**src/hdl/ac3_frame_header_parser_assert.svh**
```systemverilog
// Assertion macros for the AC-3 header parser.
// No dependencies; included by the top level.
`ifndef AC3_FRAME_HEADER_PARSER_ASSERT_SVH
`define AC3_FRAME_HEADER_PARSER_ASSERT_SVH
// implication checked every clock outside reset
`define AHP_ASSERT_IMP(label, ante, cons) \
  label: assert property (@(posedge clk) disable iff (rst) (ante) |-> (cons)) \
    else $error("assertion failed");
// next-cycle implication
`define AHP_ASSERT_NEXT(label, ante, cons) \
  label: assert property (@(posedge clk) disable iff (rst) (ante) |=> (cons)) \
    else $error("assertion failed");
`endif

```
**src/hdl/ahp_pkg.sv**
```systemverilog
// Package for the AC-3 header parser: field step codes, width and channel tables.
// No dependencies.
`default_nettype none
package ahp_pkg;
  localparam logic [5:0] ST_SYNC = 6'd0;
  localparam logic [5:0] ST_CRC1 = 6'd1;
  localparam logic [5:0] ST_FSCOD = 6'd2;
  localparam logic [5:0] ST_FRMSIZ = 6'd3;
  localparam logic [5:0] ST_BSID = 6'd4;
  localparam logic [5:0] ST_BSMOD = 6'd5;
  localparam logic [5:0] ST_ACMOD = 6'd6;
  localparam logic [5:0] ST_CMIX = 6'd7;
  localparam logic [5:0] ST_SURMIX = 6'd8;
  localparam logic [5:0] ST_DSUR = 6'd9;
  localparam logic [5:0] ST_LFEON = 6'd10;
  localparam logic [5:0] ST_NBCH = 6'd11;
  localparam logic [5:0] ST_DIALNORM = 6'd12;
  localparam logic [5:0] ST_COMPRE = 6'd13;
  localparam logic [5:0] ST_COMPR = 6'd14;
  localparam logic [5:0] ST_LANGCODE = 6'd15;
  localparam logic [5:0] ST_LANGCOD = 6'd16;
  localparam logic [5:0] ST_AUDPRODIE = 6'd17;
  localparam logic [5:0] ST_MIXLEVEL = 6'd18;
  localparam logic [5:0] ST_ROOMTYP = 6'd19;
  localparam logic [5:0] ST_DIALNORM2 = 6'd20;
  localparam logic [5:0] ST_COMPR2E = 6'd21;
  localparam logic [5:0] ST_COMPR2 = 6'd22;
  localparam logic [5:0] ST_LANGCOD2E = 6'd23;
  localparam logic [5:0] ST_LANGCOD2 = 6'd24;
  localparam logic [5:0] ST_AUDPRODI2E = 6'd25;
  localparam logic [5:0] ST_MIXLEVEL2 = 6'd26;
  localparam logic [5:0] ST_ROOMTYP2 = 6'd27;
  localparam logic [5:0] ST_COPYRIGHTB = 6'd28;
  localparam logic [5:0] ST_ORIGBS = 6'd29;
  localparam logic [5:0] ST_XBSI1E = 6'd30;
  localparam logic [5:0] ST_DMIXMOD = 6'd31;
  localparam logic [5:0] ST_LTRTC = 6'd32;
  localparam logic [5:0] ST_LTRTS = 6'd33;
  localparam logic [5:0] ST_LOROC = 6'd34;
  localparam logic [5:0] ST_LOROS = 6'd35;
  localparam logic [5:0] ST_XBSI2E = 6'd36;
  localparam logic [5:0] ST_DSUREX = 6'd37;
  localparam logic [5:0] ST_DHEADPHON = 6'd38;
  localparam logic [5:0] ST_ADCONV = 6'd39;
  localparam logic [5:0] ST_XBSI2 = 6'd40;
  localparam logic [5:0] ST_ENCINFO = 6'd41;
  localparam logic [5:0] ST_TIMECOD1E = 6'd42;
  localparam logic [5:0] ST_TIMECOD1 = 6'd43;
  localparam logic [5:0] ST_TIMECOD2E = 6'd44;
  localparam logic [5:0] ST_TIMECOD2 = 6'd45;
  localparam logic [5:0] ST_ADDBSIE = 6'd46;
  localparam logic [5:0] ST_ADDBSIL = 6'd47;
  localparam logic [5:0] ST_EXTWORD = 6'd48;
  localparam logic [5:0] ST_SKIP = 6'd49;
  localparam logic [5:0] ST_DONE = 6'd50;

  localparam logic [15:0] SYNC_WORD = 16'h0B77;
  localparam logic [4:0] BSID_MAX = 5'd8;
  localparam logic [4:0] BSID_ALT = 5'd6;
  localparam logic [7:0] EXT_TYPE_A = 8'h01;

  localparam logic [2:0] STAT_FIELD = 3'd0;
  localparam logic [2:0] STAT_DONE = 3'd1;
  localparam logic [2:0] STAT_BAD_SYNC = 3'd2;
  localparam logic [2:0] STAT_BAD_BSID = 3'd3;
  localparam logic [2:0] STAT_TRUNC = 3'd4;

  // result word handed from the parser core to the output queue
  typedef struct packed {
    logic [5:0] code;
    logic [15:0] value;
    logic [2:0] status;
  } result_t;

  // field width per step; zero ends parsing
  function automatic logic [4:0] field_width(input logic [5:0] s);
    logic [4:0] w;
    case (s)
      ST_SYNC, ST_CRC1, ST_TIMECOD1, ST_TIMECOD2, ST_EXTWORD: w = 5'd16;
      ST_FSCOD, ST_CMIX, ST_SURMIX, ST_DSUR, ST_ROOMTYP, ST_ROOMTYP2, ST_DMIXMOD,
      ST_DSUREX, ST_DHEADPHON: w = 5'd2;
      ST_FRMSIZ, ST_ADDBSIL: w = 5'd6;
      ST_BSID, ST_DIALNORM, ST_MIXLEVEL, ST_DIALNORM2, ST_MIXLEVEL2: w = 5'd5;
      ST_BSMOD, ST_ACMOD, ST_LTRTC, ST_LTRTS, ST_LOROC, ST_LOROS: w = 5'd3;
      ST_COMPR, ST_LANGCOD, ST_COMPR2, ST_LANGCOD2, ST_XBSI2, ST_SKIP: w = 5'd8;
      ST_LFEON, ST_COMPRE, ST_LANGCODE, ST_AUDPRODIE, ST_COMPR2E, ST_LANGCOD2E,
      ST_AUDPRODI2E, ST_COPYRIGHTB, ST_ORIGBS, ST_XBSI1E, ST_XBSI2E, ST_ADCONV,
      ST_ENCINFO, ST_TIMECOD1E, ST_TIMECOD2E, ST_ADDBSIE: w = 5'd1;
      default: w = 5'd0;
    endcase
    return w;
  endfunction

  // base channel count by acmod
  function automatic logic [2:0] chan_count(input logic [2:0] a);
    logic [2:0] c;
    case (a)
      3'd1: c = 3'd1;
      3'd0, 3'd2: c = 3'd2;
      3'd3, 3'd4: c = 3'd3;
      3'd5, 3'd6: c = 3'd4;
      default: c = 3'd5;
    endcase
    return c;
  endfunction
endpackage
`default_nettype wire

```
**src/hdl/ahp_core.sv**
```systemverilog
// Bit-serial parser core: while in its bit state, shifts one bit a cycle into a shared
// collector and walks the syncinfo/bsi field sequence. Uses ahp_pkg.
`default_nettype none
module ahp_core (
  input wire logic clk,
  input wire logic rst,
  input wire logic start,
  input wire logic [7:0] byte_in,
  input wire logic fend_in,
  output ahp_pkg::result_t res0,
  output ahp_pkg::result_t res1,
  output logic [1:0] res_cnt,
  output logic res_last,
  output logic busy
);
  typedef enum logic [3:0] {
    S_IDLE = 4'b0001,
    S_BIT = 4'b0010,
    S_END = 4'b0100,
    S_FLUSH = 4'b1000
  } state_t;

  state_t state;
  logic [7:0] sh;
  logic [2:0] bit_idx;
  logic fend;
  logic [5:0] field_step;
  logic [15:0] bit_collector;
  logic [4:0] bits_held;
  logic [4:0] stream_id_seen;
  logic [2:0] channel_mode_seen;
  logic [6:0] skip_bytes_left;
  logic idle_until_end;

  logic [4:0] w;
  logic [15:0] v;
  logic done_bit;
  logic [5:0] nx, rs;
  logic [5:0] step_n;
  logic [4:0] sid_n;
  logic [2:0] cm_n;
  logic [6:0] skip_n;
  logic idle_n;
  logic [1:0] cnt_n;
  ahp_pkg::result_t r0_n, r1_n;

  assign busy = (state != S_IDLE);
  assign res_last = (state == S_FLUSH);

  // one bit of field parsing
  always_comb begin
    w = ahp_pkg::field_width(field_step);
    v = {bit_collector[14:0], sh[7]};
    done_bit = ((bits_held + 5'd1) >= w);
    step_n = field_step;
    sid_n = stream_id_seen;
    cm_n = channel_mode_seen;
    skip_n = skip_bytes_left;
    idle_n = idle_until_end;
    cnt_n = 2'd0;
    r0_n = '{code: field_step, value: v, status: ahp_pkg::STAT_FIELD};
    r1_n = '{code: 6'd0, value: 16'd0, status: ahp_pkg::STAT_DONE};
    nx = field_step + 6'd1;
    rs = 6'd0;
    if (w == 5'd0) begin
      idle_n = 1'b1;
    end else if (done_bit) begin
      cnt_n = 2'd1;
      case (field_step)
        ahp_pkg::ST_SYNC: if (v != ahp_pkg::SYNC_WORD) begin
          r0_n.status = ahp_pkg::STAT_BAD_SYNC;
          idle_n = 1'b1;
        end
        ahp_pkg::ST_BSID: if (v[4:0] > ahp_pkg::BSID_MAX) begin
          r0_n.status = ahp_pkg::STAT_BAD_BSID;
          idle_n = 1'b1;
        end else begin
          sid_n = v[4:0];
        end
        ahp_pkg::ST_ACMOD: cm_n = v[2:0];
        ahp_pkg::ST_LFEON: begin
          cnt_n = 2'd2;
          r1_n = '{code: ahp_pkg::ST_NBCH,
                   value: {13'd0, ahp_pkg::chan_count(channel_mode_seen)} + {15'd0, v[0]},
                   status: ahp_pkg::STAT_FIELD};
          nx = ahp_pkg::ST_DIALNORM;
        end
        ahp_pkg::ST_COMPRE: nx = v[0] ? ahp_pkg::ST_COMPR : ahp_pkg::ST_LANGCODE;
        ahp_pkg::ST_LANGCODE: nx = v[0] ? ahp_pkg::ST_LANGCOD : ahp_pkg::ST_AUDPRODIE;
        ahp_pkg::ST_AUDPRODIE: nx = v[0] ? ahp_pkg::ST_MIXLEVEL : ahp_pkg::ST_DIALNORM2;
        ahp_pkg::ST_COMPR2E: nx = v[0] ? ahp_pkg::ST_COMPR2 : ahp_pkg::ST_LANGCOD2E;
        ahp_pkg::ST_LANGCOD2E: nx = v[0] ? ahp_pkg::ST_LANGCOD2 : ahp_pkg::ST_AUDPRODI2E;
        ahp_pkg::ST_AUDPRODI2E: nx = v[0] ? ahp_pkg::ST_MIXLEVEL2 : ahp_pkg::ST_COPYRIGHTB;
        ahp_pkg::ST_XBSI1E: nx = v[0] ? ahp_pkg::ST_DMIXMOD : ahp_pkg::ST_XBSI2E;
        ahp_pkg::ST_XBSI2E: nx = v[0] ? ahp_pkg::ST_DSUREX : ahp_pkg::ST_ADDBSIE;
        ahp_pkg::ST_ENCINFO: nx = ahp_pkg::ST_ADDBSIE;
        ahp_pkg::ST_TIMECOD1E: nx = v[0] ? ahp_pkg::ST_TIMECOD1 : ahp_pkg::ST_TIMECOD2E;
        ahp_pkg::ST_TIMECOD2E: nx = v[0] ? ahp_pkg::ST_TIMECOD2 : ahp_pkg::ST_ADDBSIE;
        ahp_pkg::ST_ADDBSIE: nx = v[0] ? ahp_pkg::ST_ADDBSIL : ahp_pkg::ST_DONE;
        ahp_pkg::ST_ADDBSIL: begin
          if (v[5:0] == 6'd1) begin
            nx = ahp_pkg::ST_EXTWORD;
          end else begin
            nx = ahp_pkg::ST_SKIP;
            skip_n = {1'b0, v[5:0]} + 7'd1;
          end
        end
        ahp_pkg::ST_EXTWORD: begin
          idle_n = 1'b1;
          if (v[15:8] == ahp_pkg::EXT_TYPE_A) begin
            r0_n.value = {8'd0, v[7:0]};
            cnt_n = 2'd2;
          end else begin
            r0_n = r1_n;
            cnt_n = 2'd1;
          end
        end
        ahp_pkg::ST_SKIP: begin
          skip_n = skip_bytes_left - 7'd1;
          cnt_n = 2'd0;
          if (skip_n == 7'd0) begin
            r0_n = r1_n;
            cnt_n = 2'd1;
            idle_n = 1'b1;
          end
        end
        default: ;
      endcase
      // presence rules
      rs = nx;
      if (rs == ahp_pkg::ST_CMIX && !(cm_n[0] && cm_n != 3'd1)) rs = ahp_pkg::ST_SURMIX;
      if (rs == ahp_pkg::ST_SURMIX && !cm_n[2]) rs = ahp_pkg::ST_DSUR;
      if (rs == ahp_pkg::ST_DSUR && cm_n != 3'd2) rs = ahp_pkg::ST_LFEON;
      if (rs == ahp_pkg::ST_DIALNORM2 && cm_n != 3'd0) rs = ahp_pkg::ST_COPYRIGHTB;
      if (rs == ahp_pkg::ST_XBSI1E && sid_n != ahp_pkg::BSID_ALT)
        rs = ahp_pkg::ST_TIMECOD1E;
      if (!idle_n && field_step != ahp_pkg::ST_SKIP) begin
        if (field_step == ahp_pkg::ST_LFEON) begin
          step_n = nx;
        end else if (rs == ahp_pkg::ST_DONE) begin
          cnt_n = 2'd2;
          idle_n = 1'b1;
        end else begin
          step_n = rs;
        end
      end
    end
  end

  // sequencer: one bit per cycle in the bit state, an end step for frame end, then
  // a flush step that seals the byte's words in the queue for output
  always_ff @(posedge clk) begin
    if (rst) begin
      state <= S_IDLE;
      field_step <= ahp_pkg::ST_SYNC;
      bit_collector <= '0;
      bits_held <= '0;
      stream_id_seen <= '0;
      channel_mode_seen <= '0;
      skip_bytes_left <= '0;
      idle_until_end <= 1'b0;
      res_cnt <= '0;
      bit_idx <= '0;
      fend <= 1'b0;
    end else begin
      res_cnt <= 2'd0;
      case (state)
        S_IDLE: if (start) begin
          sh <= byte_in;
          fend <= fend_in;
          bit_idx <= 3'd0;
          state <= S_BIT;
        end
        S_BIT: begin
          if (!idle_until_end) begin
            if (w != 5'd0 && done_bit) begin
              bit_collector <= '0;
              bits_held <= '0;
            end else if (w != 5'd0) begin
              bit_collector <= v;
              bits_held <= bits_held + 5'd1;
            end
            field_step <= step_n;
            stream_id_seen <= sid_n;
            channel_mode_seen <= cm_n;
            skip_bytes_left <= skip_n;
            idle_until_end <= idle_n;
            res0 <= r0_n;
            res1 <= r1_n;
            res_cnt <= cnt_n;
          end
          sh <= {sh[6:0], 1'b0};
          bit_idx <= bit_idx + 3'd1;
          if (bit_idx == 3'd7) state <= S_END;
        end
        S_END: begin
          if (fend) begin
            if (!idle_until_end) begin
              res0 <= '{code: field_step, value: 16'd0, status: ahp_pkg::STAT_TRUNC};
              res_cnt <= 2'd1;
            end
            field_step <= ahp_pkg::ST_SYNC;
            bit_collector <= '0;
            bits_held <= '0;
            stream_id_seen <= '0;
            channel_mode_seen <= '0;
            skip_bytes_left <= '0;
            idle_until_end <= 1'b0;
          end
          state <= S_FLUSH;
        end
        S_FLUSH: state <= S_IDLE;
        default: state <= S_IDLE;
      endcase
    end
  end
endmodule
`default_nettype wire

```
**src/hdl/ahp_outq.sv**
```systemverilog
// Result queue: holds results of the current byte and marks the final one.
// Uses ahp_pkg::result_t.
`default_nettype none
module ahp_outq (
  input wire logic clk,
  input wire logic rst,
  input wire ahp_pkg::result_t in0,
  input wire ahp_pkg::result_t in1,
  input wire logic [1:0] in_cnt,
  input wire logic in_flush,
  output ahp_pkg::result_t out_res,
  output logic out_last,
  output logic out_valid,
  input wire logic out_ready,
  output logic pending
);
  ahp_pkg::result_t mem [16];
  logic [3:0] wp, rp;
  logic [4:0] cnt;
  logic [4:0] batch;
  logic [4:0] marked;

  assign out_valid = (marked != 5'd0);
  assign out_res = mem[rp];
  assign out_last = (marked == 5'd1);
  assign pending = (cnt != 5'd0);

  // write up to two results a cycle; flush seals the byte's batch
  always_ff @(posedge clk) begin
    logic pop;
    logic [4:0] c;
    pop = out_valid && out_ready;
    c = batch;
    if (in_cnt != 2'd0) begin
      mem[wp] <= in0;
      if (in_cnt == 2'd2) mem[wp + 4'd1] <= in1;
    end
    if (rst) begin
      wp <= '0;
      rp <= '0;
      cnt <= '0;
      batch <= '0;
      marked <= '0;
    end else begin
      wp <= wp + {2'd0, in_cnt};
      if (pop) rp <= rp + 4'd1;
      cnt <= cnt + {3'd0, in_cnt} - {4'd0, pop};
      c = batch + {3'd0, in_cnt};
      if (in_flush) begin
        marked <= c;
        batch <= '0;
      end else begin
        batch <= c;
        marked <= marked - {4'd0, pop};
      end
    end
  end
endmodule
`default_nettype wire

```
**src/hdl/ac3_frame_header_parser.sv**
```systemverilog
// Top level of the AC-3 syncinfo/bsi header parser.
// Uses ahp_pkg, ahp_core, ahp_outq and the assertion macro header.
//
// Input channel: one frame byte per word (data_byte, frame_end), valid/ready.
// Output channel: one result word per field (field_code, field_value, status,
// last_of_run), valid/ready; last_of_run marks the final word of a byte.
// After a byte is taken the core shifts it one bit at a time through the
// bit-serial shift/compare unit, then takes an end step for frame end and a
// flush step that releases the byte's words from the output queue together.
// Words become valid only after the flush step; a byte gives at most 12 words.
// The next byte is taken only after the previous byte's words are all
// delivered, so a stalled receiver holds off the input side.
// Reset (rst, synchronous) returns the parser to wait for a sync word and
// drops all queued words.
`default_nettype none
`include "ac3_frame_header_parser_assert.svh"
module ac3_frame_header_parser (
  input wire logic clk,
  input wire logic rst,
  input wire logic in_valid,
  output logic in_ready,
  input wire logic [7:0] data_byte,
  input wire logic frame_end,
  output logic out_valid,
  input wire logic out_ready,
  output logic [5:0] field_code,
  output logic [15:0] field_value,
  output logic [2:0] status,
  output logic last_of_run
);
  ahp_pkg::result_t r0, r1, ro;
  logic [1:0] rcnt;
  logic rlast, busy, pending;

  assign in_ready = !busy && !pending;

  ahp_core u_core (
    .clk(clk), .rst(rst), .start(in_valid && in_ready),
    .byte_in(data_byte), .fend_in(frame_end),
    .res0(r0), .res1(r1), .res_cnt(rcnt), .res_last(rlast), .busy(busy)
  );

  ahp_outq u_q (
    .clk(clk), .rst(rst), .in0(r0), .in1(r1), .in_cnt(rcnt), .in_flush(rlast),
    .out_res(ro), .out_last(last_of_run), .out_valid(out_valid),
    .out_ready(out_ready), .pending(pending)
  );

  assign field_code = ro.code;
  assign field_value = ro.value;
  assign status = ro.status;

  `AHP_ASSERT_IMP(a_no_accept_busy, busy, !in_ready)
  `AHP_ASSERT_IMP(a_out_needs_pending, out_valid, pending)
  `AHP_ASSERT_NEXT(a_accept_busy, in_valid && in_ready, busy)
endmodule
`default_nettype wire
```
**config.mk**
```make
export PLATFORM = sky130hd
export DESIGN_NAME = ac3_frame_header_parser
export DESIGN_NICKNAME = d
export VERILOG_FILES = /design/src/hdl/ahp_pkg.sv /design/src/hdl/ahp_core.sv /design/src/hdl/ahp_outq.sv /design/src/hdl/ac3_frame_header_parser.sv
export VERILOG_INCLUDE_DIRS = /design/src /design/src/hdl
export SDC_FILE = /design/constraint.sdc
export NUM_CORES = 1
export LEC_CHECK = 0
export BUFFER_PORTS_ARGS = -buffer_cell sky130_fd_sc_hd__buf_2
export CORE_MARGIN = 5
export CORE_UTILIZATION = 35
export DETAILED_ROUTE_END_ITERATION = 12
export PLACE_DENSITY = 0.54
export SLEW_MARGIN = 20
export SYNTH_ARGS = -nofsm -noshare
export SYNTH_HDL_FRONTEND = slang
export SYNTH_SLANG_ARGS = --single-unit
```
**constraint.sdc**
```tcl
create_clock -name clk -period 6.85 [get_ports clk]
set_input_delay 0.3425 -clock clk [delete_from_list [all_inputs] [get_ports clk]]
set_output_delay 0.3425 -clock clk [all_outputs]
set_load 0.01 [all_outputs]
```
==> flow_summary.yaml, run 1 <==
status:
  status: "finished clean"
clock_tree:
  cts_tree: "yes"
  insertion_delay_ns: 0.61
  numCtsBuffers: 55
  post_cts_buffers: 0
  htreeDepth: 2
  cts_resized: 0
  cts.sinks: 523
  root_buffer: "clkbuf_16"
  clockBufferDepth: 3
  path_clk_slew_ns: 0.06
worst_hold_path:
  hold_path_end: "u_core.field_step[0]"
  hold_class: "in -> reg"
  hold_start: "rst"
  whs_path_depth: 2
final_layout:
  final_cell_area_um2: 26900
  nets: 1971
  fin_util_pct: 39.3
  final_cells: 2840
  antenna_cells: 0
  area_delta_synth_final_pct: 11.9
  drive_above_1_share_pct: 17.0
placed_design:
  dp_hpwl_um: 40900
  placed_cells: 2732
  port_buffers: 40
  dpl_cell_area_um2: 25000
  gp_congestion: 0.829
  dp_slack_ns: 1.16
synth:
  syn_inst: 1960
  synth_seq_area_share_pct: 52.6
  synth_cell_types: 78
  synth_area_leader_cell: "edfxtp_1"
  syn_nets: 2016
  ys.flop_type: "dfxtp_1"
  synthesis.area_um2: 24000
  post_synth_main_area_contributors: "edfxtp_1, dfxtp_1, a22o_1"
  ys_seq_elements: 523
  synth-edff-count: 215
  async_flop_share_pct: 0
  synth_top_area_share_pct: 26.9
  yosys_warnings: 0
  post_synth.cell_area_avg_um2: 12.3
critical_path:
  cp-end-kind: "flop"
  cp_cell_sequence: "xnor2_1, o32ai_1, or4_1, mux2i_1, nor3b_1, nor4_1, a21o_1, nor3_1, o21ai_1, inv_1, ha_1, inv_1, nor2_1, a221o_1, a21o_1, o22ai_1"
  arrival_ns: 6.32
  reg2reg_to: "u_core.w[0]"
  critical_path_peak_fanout: 31
  r2r_cells: 16
  r2r_start: "u_core.field_step[3]"
  crit_start: "u_core.field_step[3]"
  worstPathRequired_ns: 7.38
  rrSetupSlack_ns: 1.06
  cp_slowest_cell: "dfxtp_1"
  path_class: "reg -> reg"
  crit_path_start_kind: "flop"
  cp_slowest_stage_delay_ns: 0.99
routing:
  antenna_left: 0
  viasPerCell: 5.71
  drc: 0
  vias: 16200
  post_drt_wl_per_cell_um: 22.3
  wirelength_um: 63200
  drt_iter0_markers: 1556
  firstDrtPassIters: 5
sta:
  max-slew-margin-rel_pct: 26.6
  holdWs_ns: 0.0364
  final.setup_skew_ns: 0.0196
  hold_viol: 0
  rsz0062_at_grt: "false"
  min_period_over_period_pct: 84.5
  setup_viol: 0
  fin_crit_ns: 5.79
  worst_pin_slew_ns: 1.10
  slew_viol_final: 0
  fmax_mhz: 173
  fin_setup_tns_ns: 0
  setup_slack_ns: 1.06
floorplanning:
  core_um2: 68300
  start_util_pct: 35.1
  fp.dieW_um: 272
  die_area_um2: 73900
  rows: 96
  die_h_um: 272
  num_io_pins: 41
pwr:
  powerDensity_nw_per_um2: 265
  power.total_mw: 7.12
  leakagePower_nw: 9.42
  peakVddDrop_mv: 0.170
grt:
  grt_max_degree: 101
  grt_use_total_pct: 16.5
  grt_antenna_before_repair: 0
  grt_first_pass_wirelength_um: 98000
  grt_overflow: 0
  grt_pass1_vias: 16400
job:
  cap_viol_max_count: 0
layout by cell type (no fill, tap or decap), types with 16 or more instances in the layout:
cell	Yosys	final
a22o_1	354	354
dfxtp_1	308	305
edfxtp_1	215	215
nor2_1	157	137
mux4_2	125	125
and2_1	72	72
inv_1	62	62
nand2_1	57	57
clkbuf_16	0	56
ha_1	40	40
buf_2	7	40
buf_4	1	40
a21oi_1	39	39
nor3_1	25	25
a22oi_1	24	24
nand3_1	21	21
xnor2_1	20	20
o21ai_0	18	18
nor2_2	0	18
nor2b_1	16	16
area by class of cell:
| type | instances | area (um^2) |
|---|---|---|
| Fill cell | 6417 | 41500 |
| Sequential cell | 523 | 12600 |
| Multi-Input combinational cell | 1182 | 10500 |
| Clock buffer | 72 | 1510 |
| Tap cell | 882 | 1100 |
| Timing Repair Buffer | 89 | 601 |
| Clock inverter | 28 | 303 |
| Inverter | 64 | 243 |
sequential cells by signal, summed over array words and instances (netlist names), 4 cells and up, named ones only:
register,cells
u_core.bit_collector,15
u_core.bits_held,5
u_core.field_step,6
u_core.res0,25
u_core.res1,6
u_core.sh,8
u_core.skip_bytes_left,7
u_core.state,4
u_core.stream_id_seen,5
u_core.w,5
u_q.batch,5
u_q.cnt,5
u_q.marked,5
u_q.mem,400
u_q.rp,4
u_q.wp,4
worst max-delay path, delay by kind of cell, from the launching register on:
family,cells,cell delay (ns)
flip-flops,1,0.99
multiplexers,1,0.48
AND/OR/NAND/NOR,5,1.64
AO/OA/AOI/OAI,6,1.72
XOR/XNOR,1,0.26
buffers and inverters,2,0.29
adder cells (fa/ha/maj),1,0.29
cells by family (layout without fill, tap and decap cells):
logic type      Yosys count  after routing  synth area share (%)
fa+ha+maj                43             43                  2.33
other cells               1              1                0.0156
xor+xnor                 35             35                  1.28
mux                     142            142                  12.5
simple gates            437            437                  9.32
compound gates          524            524                  17.9
flops                   523            523                  52.6
buf+inv                 255            253                  4.14
power breakdown:
| part | switching, mW | total (mW) | internal [mW] | leakage, nW |
|---|---|---|---|---|
| clock | 1.27 | 3.01 | 1.74 | 0.883 |
| sequential | 0.0952 | 3.38 | 3.28 | 4.36 |
| combinational | 0.367 | 0.734 | 0.368 | 4.18 |
| total | 1.73 | 7.12 | 5.39 | 9.42 |
synth_stat cells (4+ instances only):
master / number
buf_2: 7
a21oi_1: 39
inv_1: 62
edfxtp_1: 215
nand4b_1: 4
and3_1: 10
or4_1: 4
mux4_2: 125
and2_1: 72
nand2b_1: 13
mux2_2: 5
mux2i_1: 11
a22oi_1: 24
clkbuf_1: 135
xor2_1: 15
a211oi_1: 12
nor2b_1: 16
nor3_1: 25
o211ai_1: 7
dfxtp_1: 308
nor4b_1: 6
o21a_1: 5
xnor2_1: 20
ha_1: 40
a22o_1: 354
nand3b_1: 13
nor4_1: 10
a2111oi_0: 4
nand2_1: 57
or3_1: 5
o21ai_0: 18
and4_1: 4
o21ai_1: 4
nor2_1: 157
a21o_1: 6
a31oi_1: 8
or2_2: 6
o22ai_1: 7
buf_1: 45
nand3_1: 21
layer usage:
| metal | vias to the layer above | share of wire, % | global-route usage, % |
|---|---|---|---|
| li1 | 7413 | - | - |
| met1 | 8266 | 45 | 22.9 |
| met2 | 441 | 47 | 27.1 |
| met3 | 92 | 5.3 | 2.71 |
| met4 | 0 | 2.2 | 4.36 |
| met5 | - | 0 | 0 |
worst max-delay path by stage:
stage	end	slack, ns	cells past startpoint
5_1_grt	u_core.w[0]	0.47	16
4_1_cts	u_core.w[0]	1.11	16
2_1_floorplan	u_core.w[0]	2.05	22
3_5_place_dp	u_core.w[0]	1.16	16
3_3_place_gp	u_core.w[0]	1.26	16
6_report	u_core.w[0]	1.06	16
repair_timing:
action	in CTS	in global routing
hold endpoints to repair	8	0
setup endpoints to repair	0	0
hold buffers	8	0
Note: power is estimated with default switching activity, not from simulation.
==> run 2, diff against run 1 <==
ABC_AREA = 1   (was unset)
clock period = 5.5 ns   (was 6.85 ns; I/O delays follow)
==> run 2 against run 1 <==
Cell count rose by 34%; sequential share of layout area fell by 1.2 points; register-to-register slack improved by 0.09 ns; flip-flop and latch count did not move; total power rose by 17%; maximum frequency rose by 33%; critical path depth rose by 12; via count rose by 27%; die area rose by 2.7%; clock power rose by 27%; combinational power fell by 44%; wire length rose by 16%.
==> flow_summary.yaml, run 2 <==
routing:
  post_drt_wl_per_cell_um: 19.2
  antenna_left: 0
  drt_iter0_markers: 2106
  drc: 0
  wirelength_um: 73100
  firstDrtPassIters: 6
  vias: 20600
  viasPerCell: 5.40
pwr:
  leakagePower_nw: 11.6
  powerDensity_nw_per_um2: 302
  peakVddDrop_mv: 0.232
placed_design:
  dp_slack_ns: 1.11
  gp_congestion: 0.838
  port_buffers: 40
  dpl_cell_area_um2: 25600
  dp_hpwl_um: 47400
  placed_cells: 3696
clock_tree:
  root_buffer: "clkbuf_16"
  insertion_delay_ns: 0.66
  numCtsBuffers: 57
  clockBufferDepth: 3
  cts_tree: "yes"
  path_clk_slew_ns: 0.06
  cts_resized: 0
  htreeDepth: 2
  post_cts_buffers: 0
  cts.sinks: 523
job:
  cap_viol_max_count: 0
floorplanning:
  die_area_um2: 75900
  num_io_pins: 41
  core_um2: 70000
  start_util_pct: 35.2
  rows: 97
  fp.dieW_um: 276
  die_h_um: 276
synth:
  ys_seq_elements: 523
  ys_top_cells_by_count: "o21ai_0, inv_1, nand2_1, dfxtp_1, a21oi_1"
  post_synth.cell_area_avg_um2: 8.55
  yosys.area_share.simple_pct: 15.1
  synth-xor-area-share_pct: 0.710
  async_flop_share_pct: 0
  syn_inst: 2887
  ys.flop_type: "dfxtp_1"
  synthesis.area_um2: 24700
  synth_area_leader_cell: "edfxtp_1"
  yosys_warnings: 0
  synthAdderAreaFrac_pct: 2.27
  synth_top_family_by_area: "compound AO/OA/AOI/OAI gates"
  synth_compound_area_share_pct: 20.2
  synthMuxAreaShare_pct: 1.78
  synth-edff-count: 215
  post_synth_main_area_contributors: "edfxtp_1, dfxtp_1, o21ai_0"
  synth_top_area_share_pct: 26.2
  synth_seq_area_share_pct: 51.1
  syn_nets: 2943
  synth_cell_types: 49
  synth_most_common_cell: "o21ai_0"
status:
  status: "finished clean"
sta:
  slew_viol_final: 0
  rsz0062_at_grt: "false"
  max-slew-margin-rel_pct: 23.8
  final.setup_skew_ns: 0.0499
  fin_crit_ns: 4.35
  min_period_over_period_pct: 79.1
  worst_pin_slew_ns: 1.14
  setup_slack_ns: 1.15
  hold_viol: 0
  fin_setup_tns_ns: 0
  fmax_mhz: 230
  setup_viol: 0
final_layout:
  final_cell_area_um2: 27600
  mostFrequentLayoutCell: "o21ai_0"
  final_cell_mix: "o21ai_0, inv_1, nand2_1"
  reg_top3: "u_q.mem (400), u_core.res0 (25), u_core.bit_collector (15)"
  regMostFlops: "u_q.mem"
  drive_above_1_share_pct: 9.13
  largest_reg_flops: 400
  final_cells: 3811
  area_delta_synth_final_pct: 11.7
  antenna_cells: 0
  nets: 2879
grt:
  grt_antenna_before_repair: 0
  grt_max_degree: 99
  grt_overflow: 0
  grt_use_total_pct: 18.9
  grt_pass1_vias: 19900
  grt_first_pass_wirelength_um: 115000
critical_path:
  crit_path_start_kind: "flop"
  cp_slowest_stage_delay_ns: 0.75
  cp_slowest_cell: "dfxtp_1"
  cp-end-kind: "flop"
  worstPathRequired_ns: 6.00
  arrival_ns: 4.85
  critical_path_peak_fanout: 12
  crit_top_cell: "nand2_1"
  path_class: "reg -> reg"
worst_hold_path:
  hold_class: "in -> reg"
-- run 2: changes by cell type after synthesis, moves of 72 or more --
| cell | delta |
|---|---|
| inv_1 | +262 |
| mux4_2 | -125 |
| o22ai_1 | +193 |
| nand3_1 | +188 |
| a21oi_1 | +183 |
| and2_1 | -72 |
| a22o_1 | -354 |
| o21ai_0 | +359 |
| nand2_1 | +260 |
-- run 2: kinds of logic (layout without fill, tap and decap cells) --
family,Yosys count,count (layout)
AO/OA/AOI/OAI,893,893
XOR/XNOR,20,20
adder cells (fa/ha/maj),43,43
buffers and inverters,558,542
flip-flops,523,523
multiplexers,44,44
other,1,1
AND/OR/NAND/NOR,805,805
-- run 2: stage by stage --
| stage | hold slack [ns] | total power [mW] | utilization (%) |
|---|---|---|---|
| 2_1_floorplan | 0.430 | 4.46 | - |
| 3_3_place_gp | 0.447 | 4.58 | 36.6 |
| 3_5_place_dp | 0.454 | 4.59 | 36.6 |
| 4_1_cts | 0.0260 | 8.42 | 39.3 |
| 5_1_grt | 0.0774 | 8.63 | 39.3 |
| 6_report | 0.0516 | 8.33 | 39.3 |
-- run 2: critical path: cells and delay by family (launching register included) --
kind            cells  cell delay, ns
simple gates       18            2.24
flops               1            0.75
compound gates      5            0.55
buf+inv             4            0.45
fa+ha+maj           1            0.22
-- run 2: area by class of cell --
type                       count  area (um^2)
fill                        7048        42500
tap                          940         1180
multi-input combinational   1806         9930
clock buffer                  76         1530
clock inverter                31          334
timing repair buffer          95          671
inverter                     340         1280
sequential                   523        12600
-- run 2: path summary, 6_finish.rpt --
check / depth (start not counted) / start / endpoint / slack (ns)
worst min register to register: 1 / u_core.bit_idx[0] / u_core.bit_idx[0] / 0.46
worst max-delay path: 28 / u_core.field_step[2] / u_core.w[0] / 1.15
worst min-delay path: 3 / in_valid / u_core.state[1] / 0.05
worst max register to register: 28 / u_core.field_step[2] / u_core.w[0] / 1.15
-- run 2: report_power, final --
group | internal (mW) | switching, mW | total (mW)
Clock | 2.19 | 1.63 | 3.82
Sequential | 4.06 | 0.0358 | 4.09
Combinational | 0.132 | 0.281 | 0.413
Total | 6.39 | 1.94 | 8.33
-- run 2: per-layer routing --
metal | global-route usage, % | share of wire, % | vias to the layer above
met1 | 24.7 | 43 | 9893
met3 | 2.53 | 6.0 | 149
li1 | - | - | 9879
met2 | 32.4 | 48 | 669
met4 | 6.19 | 3.3 | 0
met5 | 0 | 0 | -
-- run 2: repair_timing --
item                                   4_1_cts  5_1_grt
endpoints found under the hold margin        9        0
hold buffers                                 8        0
setup endpoints to repair                    0        0
